### src/hw/rtl/iprf_pkg.sv
// ----------------------------------------------------------------------------
// iprf_pkg
// shared constants, codes and types of the indexed region prefetch filter
// ----------------------------------------------------------------------------
package iprf_pkg;

    // filter and address geometry
    localparam int FILTER_DEPTH = 256;
    localparam int LINE_BYTES   = 64;
    localparam int ADDR_W       = 48;
    localparam int IDX_W        = 32;
    localparam int ELEM_W       = 16;
    localparam int STATUS_W     = 2;
    localparam int CFG_INDEX_W  = 2;
    localparam int CFG_DATA_W   = ADDR_W;

    localparam int LINE_SHIFT   = $clog2(LINE_BYTES);
    localparam int TAG_W        = ADDR_W - LINE_SHIFT;
    localparam int PTR_W        = (FILTER_DEPTH > 1) ? $clog2(FILTER_DEPTH) : 1;
    localparam int CNT_W        = $clog2(FILTER_DEPTH + 1);
    localparam int PROD_W       = IDX_W + ELEM_W;
    localparam int SUM_W        = ((ADDR_W > PROD_W) ? ADDR_W : PROD_W) + 1;

    // queue between front and back
    localparam int WQ_DEPTH     = 2;
    localparam int WQ_PTR_W     = (WQ_DEPTH > 1) ? $clog2(WQ_DEPTH) : 1;
    localparam int WQ_CNT_W     = $clog2(WQ_DEPTH + 1);

    localparam logic [ELEM_W-1:0] ELEM_BYTES_RESET = ELEM_W'(1);

    typedef enum logic [STATUS_W-1:0] {
        ST_ISSUED         = 2'd0,
        ST_NOT_CONFIGURED = 2'd1,
        ST_OUTSIDE        = 2'd2,
        ST_DUPLICATE      = 2'd3
    } status_t;

    typedef enum logic [CFG_INDEX_W-1:0] {
        CFG_REGION_ENABLE = 2'd0,
        CFG_REGION_BASE   = 2'd1,
        CFG_REGION_LIMIT  = 2'd2,
        CFG_ELEMENT_BYTES = 2'd3
    } cfg_index_t;

    typedef struct packed {
        logic              enable;
        logic [ADDR_W-1:0] base;
        logic [ADDR_W-1:0] limit;
        logic [ELEM_W-1:0] elem_bytes;
    } region_cfg_t;

    // classified hint; ST_ISSUED here means "candidate for the filter"
    typedef struct packed {
        status_t          status;
        logic [TAG_W-1:0] tag;
    } work_t;

    typedef enum logic [1:0] {
        BK_IDLE,
        BK_SCAN,
        BK_INSERT,
        BK_RESULT
    } back_state_t;

endpackage

### src/hw/rtl/iprf_front.sv
// ----------------------------------------------------------------------------
// iprf_front
// hint intake: index times element size, region check, line tag
// ----------------------------------------------------------------------------
module iprf_front (
    input  logic                        clk,
    input  logic                        rst_n,
    input  logic                        push,
    output logic                        full,
    input  logic [iprf_pkg::IDX_W-1:0]  target_index,
    input  iprf_pkg::region_cfg_t       cfg,
    output logic                        q_push,
    output iprf_pkg::work_t             q_item,
    input  logic                        q_full
);
    import iprf_pkg::*;

    logic              s1_valid_reg;
    logic              s1_valid_next;
    logic [PROD_W-1:0] s1_product_reg;
    logic              advance;
    logic              accept;
    logic [SUM_W-1:0]  addr_sum;
    logic              in_region;

    assign advance = !s1_valid_reg || !q_full;
    assign full    = !advance;
    assign accept  = push && advance;
    assign q_push  = s1_valid_reg && !q_full;

    assign s1_valid_next = advance ? accept : s1_valid_reg;

    always_ff @(posedge clk or negedge rst_n)
    begin
        if (!rst_n)
        begin
            s1_valid_reg <= 1'b0;
        end
        else
        begin
            s1_valid_reg <= s1_valid_next;
        end
    end

    // one 32x16 product per beat
    always_ff @(posedge clk)
    begin
        if (accept)
        begin
            s1_product_reg <= PROD_W'(target_index) * PROD_W'(cfg.elem_bytes);
        end
    end

    // full-width sum, never wraps; below base is impossible
    assign addr_sum  = SUM_W'(cfg.base) + SUM_W'(s1_product_reg);
    assign in_region = (addr_sum < SUM_W'(cfg.limit));

    always_comb
    begin
        q_item.tag = addr_sum[ADDR_W-1:LINE_SHIFT];
        if (!cfg.enable)
        begin
            q_item.status = ST_NOT_CONFIGURED;
        end
        else if (!in_region)
        begin
            q_item.status = ST_OUTSIDE;
        end
        else
        begin
            q_item.status = ST_ISSUED;
        end
    end

endmodule

### config.mk
export PLATFORM = sky130hd
export DESIGN_NAME = iprf_front
export DESIGN_NICKNAME = d
export VERILOG_FILES = /design/src/hw/rtl/iprf_pkg.sv /design/src/hw/rtl/iprf_front.sv
export SDC_FILE = /design/constraint.sdc
export NUM_CORES = 1
export LEC_CHECK = 0
export BUFFER_PORTS_ARGS = -buffer_cell sky130_fd_sc_hd__buf_2
export CAP_MARGIN = 20
export CORE_MARGIN = 5
export CORE_UTILIZATION = 50
export DETAILED_ROUTE_END_ITERATION = 10
export PLACE_DENSITY = 0.69
export SYNTH_ARGS = -nofsm -noshare
export SYNTH_HDL_FRONTEND = slang
export SYNTH_SLANG_ARGS = --single-unit
### constraint.sdc
create_clock -name clk -period 6.4 [get_ports clk]
set_input_delay 0.96 -clock clk [delete_from_list [all_inputs] [get_ports clk]]
set_output_delay 0.96 -clock clk [all_outputs]
set_load 0.01 [all_outputs]
==> key figures <==
Detailed routing
  – Number of DRC violations after detailed routing: 0
  – Final wirelength: 60800 um
  – Routed WL per cell: 17.7 um
  – Number of routed nets with antenna violations: 0
  – Initial DRC Count: 1095
  – Total via count in the routed design: 18.3k
  – Vias per Instance: 5.32
  – Pre-antenna DRT Iters: 5

STA
  – Number of hold violations in the final report: 0
  – Period utilisation layout: 101%
  – Final-report max-slew violation count: 0
  – RSZ-0062 raised after global routing: true
  – Setup slack of the critical path after layout: -0.0561 ns
  – Worst-Margin Slew: 0.727 ns
  – Max transition margin: 51.6%
  – Highest achievable clock rate: 155 MHz
  – Min Clock Period, post-route: 6.46 ns
  – Worst clock skew: 0.00928 ns
  – Final setup fails: 1

Logic synthesis
  – Average cell area after synthesis: 8.70 sq um
  – Multiplexer share of the synthesized area: 0%
  – XOR/XNOR share of the synthesized area: 3.68%
  – Count of flip-flops with a built-in enable after synthesis: 48
  – Distinct cells, synth: 61
  – Dominant combinational cell family by area after synthesis: adder cells
  – Syn Inst Count: 2462
  – Synthesis warning total: 0
  – Fraction of the mapped netlist area in simple logic gates: 16.6%
  – Post-synthesis sequential area ratio: 6.85%
  – Register bit total from synthesis: 49
  – Dominant register cell in the synthesized netlist: sky130_fd_sc_hd__edfxtp_1
  – Compound-cell area share of the yosys netlist: 10.4%
  – Proportion of register bits with asynchronous set or reset after synthesis: 2.04%
  – Synthesized net count: 3245
  – Share of synthesized cell area in full adder, half adder and majority cells: 51.7%
  – Syn Std Cell Area: 21400 sq um

GRT
  – Overflow after GRT: 0
  – GRT met2 Usage: 40.1%
  – Number of global-route vias before repair: 19.2k
  – Global-route met3 utilization: 5.53%
  – Global-route wire length before repair: 95600 um
  – Most utilized layer in the global route result: met2
  – Largest net degree at the start of global routing: 49
  – Met1 usage in global routing: 34.5%
  – All-layer global routing usage: 24.6%
  – Initial antenna violation count: 1

Clock network
  – Clock slew at reported path FFs: 0.07 ns
  – Number of buffers added by the clock tree synthesis step: 5
  – Clock network latency to the later pin of the worst-skew pair: 0.29 ns
  – CTS Root Cell: sky130_fd_sc_hd__clkbuf_16
  – Clk buf depth: 2
  – H-tree levels: 2
  – Clock net sink count: 49
  – CTS tree: yes

Worst setup path
  – Worst setup EP type: flop
  – Nature of the critical path startpoint: input pin
  – Critical path fanouts, max: 6
  – Count of cells along the worst register-to-register path: 3
  – Critical Path Slowest Stage Cell: sky130_fd_sc_hd__fa_1
  – Crit path buf inv count: 4
  – Required time at the worst-slack endpoint: 6.44 ns
  – Type of the worst setup path: input pin to flop
  – Worst EP arrival: 6.50 ns
  – Delay of the slowest cell on the worst path: 0.59 ns
  – Beginning of the worst register-to-register path: s1_valid_reg
  – Reg2reg setup slack: 4.88 ns
  – Cells traversed along the worst timing path: buf_12 > buf_12 > and2_4 > fa_1 > fa_1 > fa_1 > fa_1 > fa_1 > inv_2 > fa_1 > inv_2 > ha_4 > and3_4 > a221oi_4 > nor2_1 > a211oi_2 > o31ai_4 > a211o_1 > a21o_1 > xor2_1
  – Worst reg2reg endpoint: s1_product_reg[14]
  – Critical path's top delay family: adder cells
  – Most frequent CP cell: sky130_fd_sc_hd__fa_1

Final layout
  – Flip-flop count of the largest register after layout: 48
  – Final non-filler cell area: 26700 sq um
  – Share of layout cells above drive strength 1: 23.5%
  – Fill cell total of the finished layout: 3512
  – Highest-count cells in the layout ignoring fill and taps: 494 x sky130_fd_sc_hd__inv_1, 400 x sky130_fd_sc_hd__fa_1, 370 x sky130_fd_sc_hd__nand2_1, 298 x sky130_fd_sc_hd__buf_4, 201 x sky130_fd_sc_hd__and2_1
  – P&R area growth vs syn: 24.5%
  – Post-layout nets: 3674
  – Most common library cell in the layout ignoring fill and taps: sky130_fd_sc_hd__inv_1

Outcome
  – Violations in the final reports: negative setup slack
  – Run status: finished with violations

Die
  – Horizontal extent of the die: 217 um
  – IO Pins: 195
  – Row Count: 75
  – Initial standard-cell utilization of the core: 50.8%
  – Die footprint: 47100 sq um
  – Area of the core region: 42100 sq um
  – Die Y: 217 um

Place
  – Instance area at placement: 25100 sq um
  – HPWL after DPL: 50500 um
  – Count of port buffers added during placement: 194
  – Placer Congestion: 0.917

Min path
  – Tightest Hold Check Type: input pin to async pin

Run
  – Count of maximum capacitance violations: 0
==> area by class of cell <==
| cell class | count | area [sq um] | area share [%] |
|---|---|---|---|
| clock inverters | 3 | 43.8 | 0.164 |
| flip-flops and latches | 49 | 1470 | 5.50 |
| clock buffers | 5 | 125 | 0.469 |
| well taps | 539 | 674 | 2.53 |
| multi-input cells | 1805 | 18400 | 69.1 |
| inverters | 508 | 1910 | 7.15 |
| diodes | 1 | 2.50 | 0.00939 |
| repair buffers | 522 | 4010 | 15.1 |
==> what timing repair did <==
item | CTS | global route
cloned | 0 | 6
resized for setup | 66 | 209
hold buffers | 0 | 0
setup buffers | 5 | 23
pin swaps | 21 | 114
setup endpoints to repair | 21 | 22
==> synth_stat cells (18+ instances only) <==
cell type / count / area share, %
sky130_fd_sc_hd__a21o_1: 65 / 2.3
sky130_fd_sc_hd__nand4_1: 18 / 0.53
sky130_fd_sc_hd__xnor2_1: 62 / 2.5
sky130_fd_sc_hd__nor2_1: 44 / 0.77
sky130_fd_sc_hd__a21oi_1: 112 / 2.6
sky130_fd_sc_hd__inv_1: 508 / 8.9
sky130_fd_sc_hd__xor2_1: 28 / 1.1
sky130_fd_sc_hd__nand3_1: 25 / 0.58
sky130_fd_sc_hd__clkbuf_1: 100 / 1.8
sky130_fd_sc_hd__nand2_1: 375 / 6.6
sky130_fd_sc_hd__edfxtp_1: 48 / 6.7
sky130_fd_sc_hd__fa_1: 419 / 39
sky130_fd_sc_hd__ha_1: 215 / 13
sky130_fd_sc_hd__o21ai_0: 50 / 1.2
sky130_fd_sc_hd__and2_1: 214 / 6.3
==> metrics by stage <==
step	hold WS (ns)	TNS (ns)	worst slack [ns]	std cells	util (%)
floorplan	0.649	0	0.000801	2462	-
global placement	0.665	-9.95	-0.581	3390	59.5
detailed placement	0.681	-12.62	-0.698	3390	59.5
CTS	0.416	-0.0152	-0.0152	3403	60.5
global route	0.418	-1.85	-0.207	3431	63.3
finish	0.429	-0.0561	-0.0561	3432	63.3
==> worst register-to-register path: stages, from the launching register on <==
cell,delay (ns)
sky130_fd_sc_hd__dfrtp_1,0.37
sky130_fd_sc_hd__and2_1,0.17
sky130_fd_sc_hd__nor2b_4,0.10
sky130_fd_sc_hd__buf_4,0.46
==> per-layer routing <==
layer / share of wire (%) / routed length [um]
met4: 2.0 / 1200
met3: 8.4 / 5080
met1: 43 / 26200
met5: 0.020 / 12
met2: 47 / 28300
==> worst max-delay path by stage <==
| stage | start | end | slack [ns] | cells after the start |
|---|---|---|---|---|
| 2_1_floorplan | cfg[4] | s1_product_reg[47] | 0.0008 | 22 |
| 3_3_place_gp | cfg[1] | s1_product_reg[44] | -0.58 | 23 |
| 3_5_place_dp | cfg[1] | s1_product_reg[47] | -0.70 | 21 |
| 4_1_cts | cfg[64] | q_item[43] | -0.02 | 25 |
| 5_1_grt | cfg[15] | s1_product_reg[46] | -0.21 | 20 |
| 6_report | cfg[15] | s1_product_reg[46] | -0.06 | 20 |
==> cell families after synthesis <==
group	count (synthesis)
compound gates	340
flops	49
simple gates	741
fa+ha+maj	634
buf+inv	608
xor+xnor	90
Power is not shown: default switching activity piles up to over one toggle a cycle in this logic, so the estimate is an artifact.
