--- src/hw/rtl/iprf_pkg.sv ---
// ----------------------------------------------------------------------------
// iprf_pkg
// shared constants, codes and types of the indexed region prefetch filter
// ----------------------------------------------------------------------------
package iprf_pkg;

    // filter and address geometry
    localparam int FILTER_DEPTH = 256;
    localparam int LINE_BYTES   = 64;
    localparam int ADDR_W       = 48;
    localparam int IDX_W        = 32;
    localparam int ELEM_W       = 16;
    localparam int STATUS_W     = 2;
    localparam int CFG_INDEX_W  = 2;
    localparam int CFG_DATA_W   = ADDR_W;

    localparam int LINE_SHIFT   = $clog2(LINE_BYTES);
    localparam int TAG_W        = ADDR_W - LINE_SHIFT;
    localparam int PTR_W        = (FILTER_DEPTH > 1) ? $clog2(FILTER_DEPTH) : 1;
    localparam int CNT_W        = $clog2(FILTER_DEPTH + 1);
    localparam int PROD_W       = IDX_W + ELEM_W;
    localparam int SUM_W        = ((ADDR_W > PROD_W) ? ADDR_W : PROD_W) + 1;

    // queue between front and back
    localparam int WQ_DEPTH     = 2;
    localparam int WQ_PTR_W     = (WQ_DEPTH > 1) ? $clog2(WQ_DEPTH) : 1;
    localparam int WQ_CNT_W     = $clog2(WQ_DEPTH + 1);

    localparam logic [ELEM_W-1:0] ELEM_BYTES_RESET = ELEM_W'(1);

    typedef enum logic [STATUS_W-1:0] {
        ST_ISSUED         = 2'd0,
        ST_NOT_CONFIGURED = 2'd1,
        ST_OUTSIDE        = 2'd2,
        ST_DUPLICATE      = 2'd3
    } status_t;

    typedef enum logic [CFG_INDEX_W-1:0] {
        CFG_REGION_ENABLE = 2'd0,
        CFG_REGION_BASE   = 2'd1,
        CFG_REGION_LIMIT  = 2'd2,
        CFG_ELEMENT_BYTES = 2'd3
    } cfg_index_t;

    typedef struct packed {
        logic              enable;
        logic [ADDR_W-1:0] base;
        logic [ADDR_W-1:0] limit;
        logic [ELEM_W-1:0] elem_bytes;
    } region_cfg_t;

    // classified hint; ST_ISSUED here means "candidate for the filter"
    typedef struct packed {
        status_t          status;
        logic [TAG_W-1:0] tag;
    } work_t;

    typedef enum logic [1:0] {
        BK_IDLE,
        BK_SCAN,
        BK_INSERT,
        BK_RESULT
    } back_state_t;

endpackage

--- src/hw/rtl/iprf_work_q.sv ---
// ----------------------------------------------------------------------------
// iprf_work_q
// short register queue of classified hints between front and back
// ----------------------------------------------------------------------------
module iprf_work_q (
    input  logic            clk,
    input  logic            rst_n,
    input  logic            push,
    input  iprf_pkg::work_t item_in,
    output logic            full,
    input  logic            pop,
    output iprf_pkg::work_t item_out,
    output logic            empty
);
    import iprf_pkg::*;

    work_t                entries_reg [WQ_DEPTH];
    logic [WQ_PTR_W-1:0]  wr_ptr_reg;
    logic [WQ_PTR_W-1:0]  wr_ptr_next;
    logic [WQ_PTR_W-1:0]  rd_ptr_reg;
    logic [WQ_PTR_W-1:0]  rd_ptr_next;
    logic [WQ_CNT_W-1:0]  count_reg;
    logic [WQ_CNT_W-1:0]  count_next;
    logic                 do_push;
    logic                 do_pop;

    assign full     = (count_reg == WQ_CNT_W'(WQ_DEPTH));
    assign empty    = (count_reg == '0);
    assign do_push  = push && !full;
    assign do_pop   = pop && !empty;
    assign item_out = entries_reg[rd_ptr_reg];

    always_comb
    begin
        wr_ptr_next = wr_ptr_reg;
        rd_ptr_next = rd_ptr_reg;
        count_next  = count_reg;
        if (do_push)
        begin
            wr_ptr_next = (wr_ptr_reg == WQ_PTR_W'(WQ_DEPTH - 1)) ? '0
                                                                  : wr_ptr_reg + 1'b1;
        end
        if (do_pop)
        begin
            rd_ptr_next = (rd_ptr_reg == WQ_PTR_W'(WQ_DEPTH - 1)) ? '0
                                                                  : rd_ptr_reg + 1'b1;
        end
        case ({do_push, do_pop})
            2'b10:   count_next = count_reg + 1'b1;
            2'b01:   count_next = count_reg - 1'b1;
            default: count_next = count_reg;
        endcase
    end

    always_ff @(posedge clk or negedge rst_n)
    begin
        if (!rst_n)
        begin
            wr_ptr_reg <= '0;
            rd_ptr_reg <= '0;
            count_reg  <= '0;
        end
        else
        begin
            wr_ptr_reg <= wr_ptr_next;
            rd_ptr_reg <= rd_ptr_next;
            count_reg  <= count_next;
        end
    end

    always_ff @(posedge clk)
    begin
        if (do_push)
        begin
            entries_reg[wr_ptr_reg] <= item_in;
        end
    end

endmodule

--- config.mk ---
export PLATFORM = sky130hd
export DESIGN_NAME = iprf_work_q
export DESIGN_NICKNAME = d
export VERILOG_FILES = /design/src/hw/rtl/iprf_pkg.sv /design/src/hw/rtl/iprf_work_q.sv
export SDC_FILE = /design/constraint.sdc
export NUM_CORES = 1
export LEC_CHECK = 0
export ABC_AREA = 1
export BUFFER_PORTS_ARGS = -buffer_cell sky130_fd_sc_hd__buf_2
export CAP_MARGIN = 20
export CORE_ASPECT_RATIO = 0.9
export CORE_UTILIZATION = 32
export CTS_CLUSTER_DIAMETER = 50
export DETAILED_ROUTE_END_ITERATION = 8
export SLEW_MARGIN = 25
export SYNTH_ARGS = -nofsm -noshare
export SYNTH_HDL_FRONTEND = slang
export SYNTH_SLANG_ARGS = --single-unit
export TNS_END_PERCENT = 100
--- constraint.sdc ---
create_clock -name clk -period 4.4 [get_ports clk]
set_input_delay 1.1 -clock clk [delete_from_list [all_inputs] [get_ports clk]]
set_output_delay 1.1 -clock clk [all_outputs]
set_load 0.05 [all_outputs]
==> results of run 1 <==
-- Yosys cell counts (all sizes together) --
| cell type | n | area, um2 |
|---|---|---|
| nor2 | 2 | 7.510 |
| dfrtp | 4 | 100.1 |
| o21ai | 1 | 5.000 |
| edfxtp | 88 | 2643 |
| nand2 | 142 | 933.4 |
| ha | 1 | 12.51 |
| xnor2 | 1 | 8.760 |
| nand3 | 3 | 15.01 |
| nand4 | 1 | 6.260 |
| buf | 9 | 121.4 |
| inv | 10 | 50.06 |
-- metrics by stage --
step	hold slack (ns)	setup slack [ns]	std cells	total power, mW	util
final	0.4740	1.395	519	3.844	0.4065
after global routing	0.5128	1.235	519	4.043	0.4065
after CTS	0.4794	1.350	519	3.903	0.4064
after detailed placement	0.4650	1.722	504	3.164	0.3828
after global placement	0.4538	1.732	504	3.141	0.3828
after floorplan	0.4417	0.9053	262	2.873	-
-- worst min-delay path, cell delays in order (launching register included) --
cell	delay, ns
dfrtp_1	0.35
nand2_1	0.05
nand2_1	0.04
-- power by group --
| part | switching (mW) | total [mW] | leakage, nW | internal (mW) |
|---|---|---|---|---|
| sequential | 0.125 | 1.33 | 0.866 | 1.21 |
| clock | 0.295 | 0.729 | 0.134 | 0.434 |
| combinational | 1.39 | 1.78 | 1.05 | 0.396 |
-- cells in the final DEF, fill, tap and decap left out, drive strengths merged --
| cell | count |
|---|---|
| nand3 | 3 |
| buf | 95 |
| bufinv | 1 |
| o21ai | 1 |
| clkbuf | 12 |
| nor2 | 2 |
| dfrtp | 4 |
| clkinv | 3 |
| ha | 1 |
| inv | 9 |
| xnor2 | 1 |
| nand4 | 1 |
| edfxtp | 88 |
| nand2 | 142 |
-- worst paths after layout --
path	startpoint	to	slack, ns
max reg2reg	count_reg[1]	entries_reg[1][23]	2.46
max	rd_ptr_reg	item_out[10]	1.40
min in group asynchronous	rst_n	count_reg[0]	0.56
max in group asynchronous	rst_n	rd_ptr_reg	3.71
min	count_reg[1]	count_reg[1]	0.47
min reg2reg	count_reg[1]	count_reg[1]	0.47
-- cell type report --
| class | instances | area (um2) | area share |
|---|---|---|---|
| Timing Repair Buffer | 95 | 480.5 | 0.1013 |
| Inverter | 10 | 51.30 | 0.01082 |
| Multi-Input combinational cell | 151 | 996.0 | 0.2100 |
| Clock inverter | 3 | 38.79 | 0.008179 |
| Clock buffer | 12 | 236.5 | 0.04987 |
| Tap cell | 156 | 195.2 | 0.04116 |
| Sequential cell | 92 | 2744 | 0.5786 |
-- cell families after synthesis --
group | Yosys count | share of synthesized area
xor+xnor | 1 | 0.002245
buf+inv | 19 | 0.04393
fa+ha+maj | 1 | 0.003206
simple gates | 148 | 0.2466
compound gates | 1 | 0.001281
flops | 92 | 0.7028
-- routing by layer --
layer / part of all wire / GRT usage
met1: 0.43 / 0.1348
met5: 0 / 0
met2: 0.48 / 0.1790
met4: 0.021 / 0.05967
met3: 0.068 / 0.04309
==> out/qor.txt, run 1 <==
Reg2Reg Depth = 4
Core area = 11670 um2
WS Path Type = reg2out
Crit-path slowest cell = dfrtp_2
Overall Global Routing Usage = 0.1133
Synthesized area = 3902 um2
Fin. max-slew vios = 0
Total number of H-tree levels = 3
Sequential share of the synthesized area = 0.7028
WP buf/inv = 2
P_leak = 2.047 nW
Worst stage delay on the critical path = 0.70 ns
CP Depth = 4
Detailed-router iteration count before antenna repair = 4
Num CTS Buffers = 9
P&R area growth vs syn = 21.51%
Avg Vias per Cell = 4.148
Full die area = 12640 um2
Cell variety after synth = 17
Wirelength, routed = 6741 um
Setup TNS = 0 ns
Via count = 2153
Arr. time, crit path = 1.90 ns
Clock Latency Late Sink = 0.34 ns
Cells after Synth = 262
Largest net degree at the start of global routing = 46
HPWL Detailed = 4333 um
Number of port buffers = 93
Die extent in x = 118.4 um
Filler cells = 1149
Startpoint types = flip-flop
# setup viols final = 0
# hold bufs at CTS = 0
Layout Nets = 408
Iteration-0 DRC Markers = 96
Antenna-violating nets left = 0
Hold Path Depth = 2
YS warnings = 0
Syn Nets = 311
VDD IR max = 0.5038 mV
Chip height = 106.8 um
Postcts setup bufs = 0
Number of flip-flops in the largest register = 88
Relative slew slack = 0.4505
TritonCTS clock tree = built
Drt wl/cell = 12.99 um
# DRC = 0
CTS resizes = 0
Req. time, crit path = 3.30 ns
Overflow after GRT = 0
Max-Cap Viols = 0
GP Congestion = 0.7016
Initial antenna violation count = 0
Worst Setup End Kind = primary output
PD cells = 810.6 nW/um2
Cell family with most CP delay = flip-flops
Vias in the first global route = 2061
FMAX = 332.8 MHz
Run status = complete, no violations
CTS Sinks = 92
Unrepaired setup endpoints after global routing = no
Final period utilization = 0.6829
Placed Area = 4466 um2
Seq cells post-synth = 92
Global-route wire length before repair = 10390 um
Worst-margin pin slew = 0.8233 ns
CTS root buffer = clkbuf_16
Final min period = 3.005 ns
Antenna diodes = 0
Row Count = 37
Initial Util = 0.3345
Clock slew at reported path FFs = 0.06 ns
Min-Delay Path Class = reg2reg
Worst Path Max Fanout = 26
Final instance area = 4742 um2
I/O pin total = 94
Clock tree buffer depth = 2
Final hold vios = 0
Layout cells sized above 1 = 0.5289
Crit-path cells = buf_4 > nand2_1 > nand2_2 > buf_2
Layout Skew = 0.006848 ns
Average size of a mapped cell = 14.90 um2
(Power assumes the default switching activity.)
==> inputs of run 2 (changes only) <==
Clock period 4.4 ns to 3.1 ns, I/O delays scaled along.
==> out/qor.txt, run 2 (synthesized netlist as in run 1, its figures left out) <==
Number of flip-flops in the largest register = 88 (unchanged)
Top routing layer used = met4
Full die area = 12640 um2 (unchanged)
Antenna diodes = 0 (unchanged)
Core area = 11670 um2 (unchanged)
CTS root buffer = clkbuf_16
# hold bufs at CTS = 0 (unchanged)
Clock tree buffer depth = 2 (unchanged)
Worst setup slack after layout = 0.3783 ns (-1.017 ns)
Via count = 2177 (+1.1%)
Power share of the sequential group = 0.345 (about the same)
Overflow after GRT = 0 (unchanged)
Num CTS Buffers = 9 (unchanged)
Number of port buffers = 93 (unchanged)
Wirelength, routed = 7038 um (+4.4%)
WL met2 = 3546 um (+10%)
Run status = complete, no violations
VDD IR max = 0.4035 mV (-20%)
I/O pin total = 94 (unchanged)
Antenna-violating nets left = 0 (unchanged)
Initial antenna violation count = 0 (unchanged)
Storage cell area = 2744 um2 (unchanged)
Final min period = 2.722 ns
Die extent in x = 118.4 um (unchanged)
HPWL Detailed = 4538 um (+4.7%)
Worst Setup End Kind = primary output
Worst-margin pin slew = 0.6110 ns (-0.2123 ns)
Combinational power share = 0.464 (about the same)
Setup WS pre-CTS = 0.7136 ns (-1.009 ns)
TritonCTS clock tree = built
Relative slew slack = 0.5927 (+0.1422)
Worst Path Max Fanout = 45 (+73%)
Clock slew at reported path FFs = 0.07 ns (about the same)
Filler cells = 1123 (-2.3%)
Layout Cells excl Fill = 521 (+0.39%)
Startpoint types = flip-flop
Layout cells sized above 1 = 0.5315 (+0.002581)
Overall Global Routing Usage = 0.1179 (+0.004603)
Cells after DPL = 505 (+0.20%)
P_leak = 2.057 nW (+0.51%)
Drt wl/cell = 13.51 um (+4.0%)
Final instance area = 4768 um2 (+0.55%)
Chip height = 106.8 um (unchanged)
Unrepaired setup endpoints after global routing = no
Vias in the first global route = 2229 (+8.2%)
Row Count = 37 (unchanged)
Internal = 2.897 mW (+42%)
DR WL met3 = 321 um (-30%)
Largest net degree at the start of global routing = 46 (unchanged)
Total number of H-tree levels = 3 (unchanged)
Most common cell after layout, fill and taps aside = buf_2
Sw frac = 0.4725 (+0.002112)
Most frequent cells in the layout = buf_2 (93), edfxtp_1 (88), nand2_1 (62)
Final core utilization = 0.4087 (+0.002252)
Psw = 2.595 mW (+44%)
Postcts setup bufs = 0 (unchanged)
Clock Latency Late Sink = 0.34 ns (about the same)
Multi-input logic area = 996.0 um2 (unchanged)
Max-Cap Viols = 0 (unchanged)
Final period utilization = 0.8780
WS Path Type = reg2out
Fin. max-slew vios = 0 (unchanged)
# DRC = 0 (unchanged)
Arr. time, crit path = 1.95 ns (+0.05 ns)
Min-Delay Path Class = in2async
Placed Area = 4486 um2 (+0.45%)
CTS Sinks = 92 (unchanged)
Avg Vias per Cell = 4.179 (+0.73%)
Overall power = 5.492 mW (+43%)
CTS resizes = 0 (unchanged)
Detailed-router iteration count before antenna repair = 4 (unchanged)
FMAX = 367.4 MHz
GP Congestion = 0.6811 (-2.9%)
Layout Skew = 0.008862 ns (+0.002014 ns)
Initial Util = 0.3345 (unchanged)
Global-route wire length before repair = 11190 um (+7.7%)
Final hold slack = 0.2359 ns (-0.2381 ns)
PD cells = 1152 nW/um2 (+42%)
Layout Nets = 409 (+0.25%)
Setup TNS = 0 ns (unchanged)
Clock power share = 0.191 (about the same)
Final hold vios = 0 (unchanged)
P&R area growth vs syn = 22.19%
Iteration-0 DRC Markers = 64 (-33%)
Met1 WL = 3028 um (+3.9%)
Req. time, crit path = 2.32 ns (-0.98 ns)
# setup viols final = 0 (unchanged)
==> run 2: path summary, 6_finish.rpt <==
check,start,end,slack [ns],cells past startpoint
max,rd_ptr_reg,item_out[30],0.38,4
min reg2reg,wr_ptr_reg,wr_ptr_reg,0.49,2
max in group asynchronous,rst_n,rd_ptr_reg,2.72,1
min,rst_n,wr_ptr_reg,0.24,1
min in group clk,wr_ptr_reg,wr_ptr_reg,0.49,2
max reg2reg,count_reg[1],entries_reg[1][2],1.35,4
==> run 2: power by group through the flow <==
stage	sequential [mW]	combinational (mW)	clock, mW
floorplan	1.85	2.23	0
finish	1.89	2.55	1.05
detailed placement	1.92	2.60	0
CTS	1.90	2.61	1.08
global placement	1.91	2.57	0
global route	1.92	2.75	1.13
==> run 2: final cells by class <==
type                    count  share of cell area
clock buffers               9             0.04723
clock inverters             7             0.01207
inverters                  10             0.01050
multi-input cells         151              0.2089
flip-flops and latches     92              0.5754
well taps                 156             0.04093
repair buffers             96              0.1050
==> run 2: routing by layer <==
| layer | global-route usage | up-vias |
|---|---|---|
| met3 | 0.02872 | 10 |
| li1 | - | 1075 |
| met1 | 0.1407 | 1038 |
| met5 | 0 | - |
| met2 | 0.1996 | 54 |
| met4 | 0.05967 | 0 |
==> run 2: critical path, stage by stage, from the launching register on <==
cell and delay (ns):
dfrtp_2 0.63, inv_12 0.45, nand2_1 0.09, nand2_1 0.11
buf_2 0.27
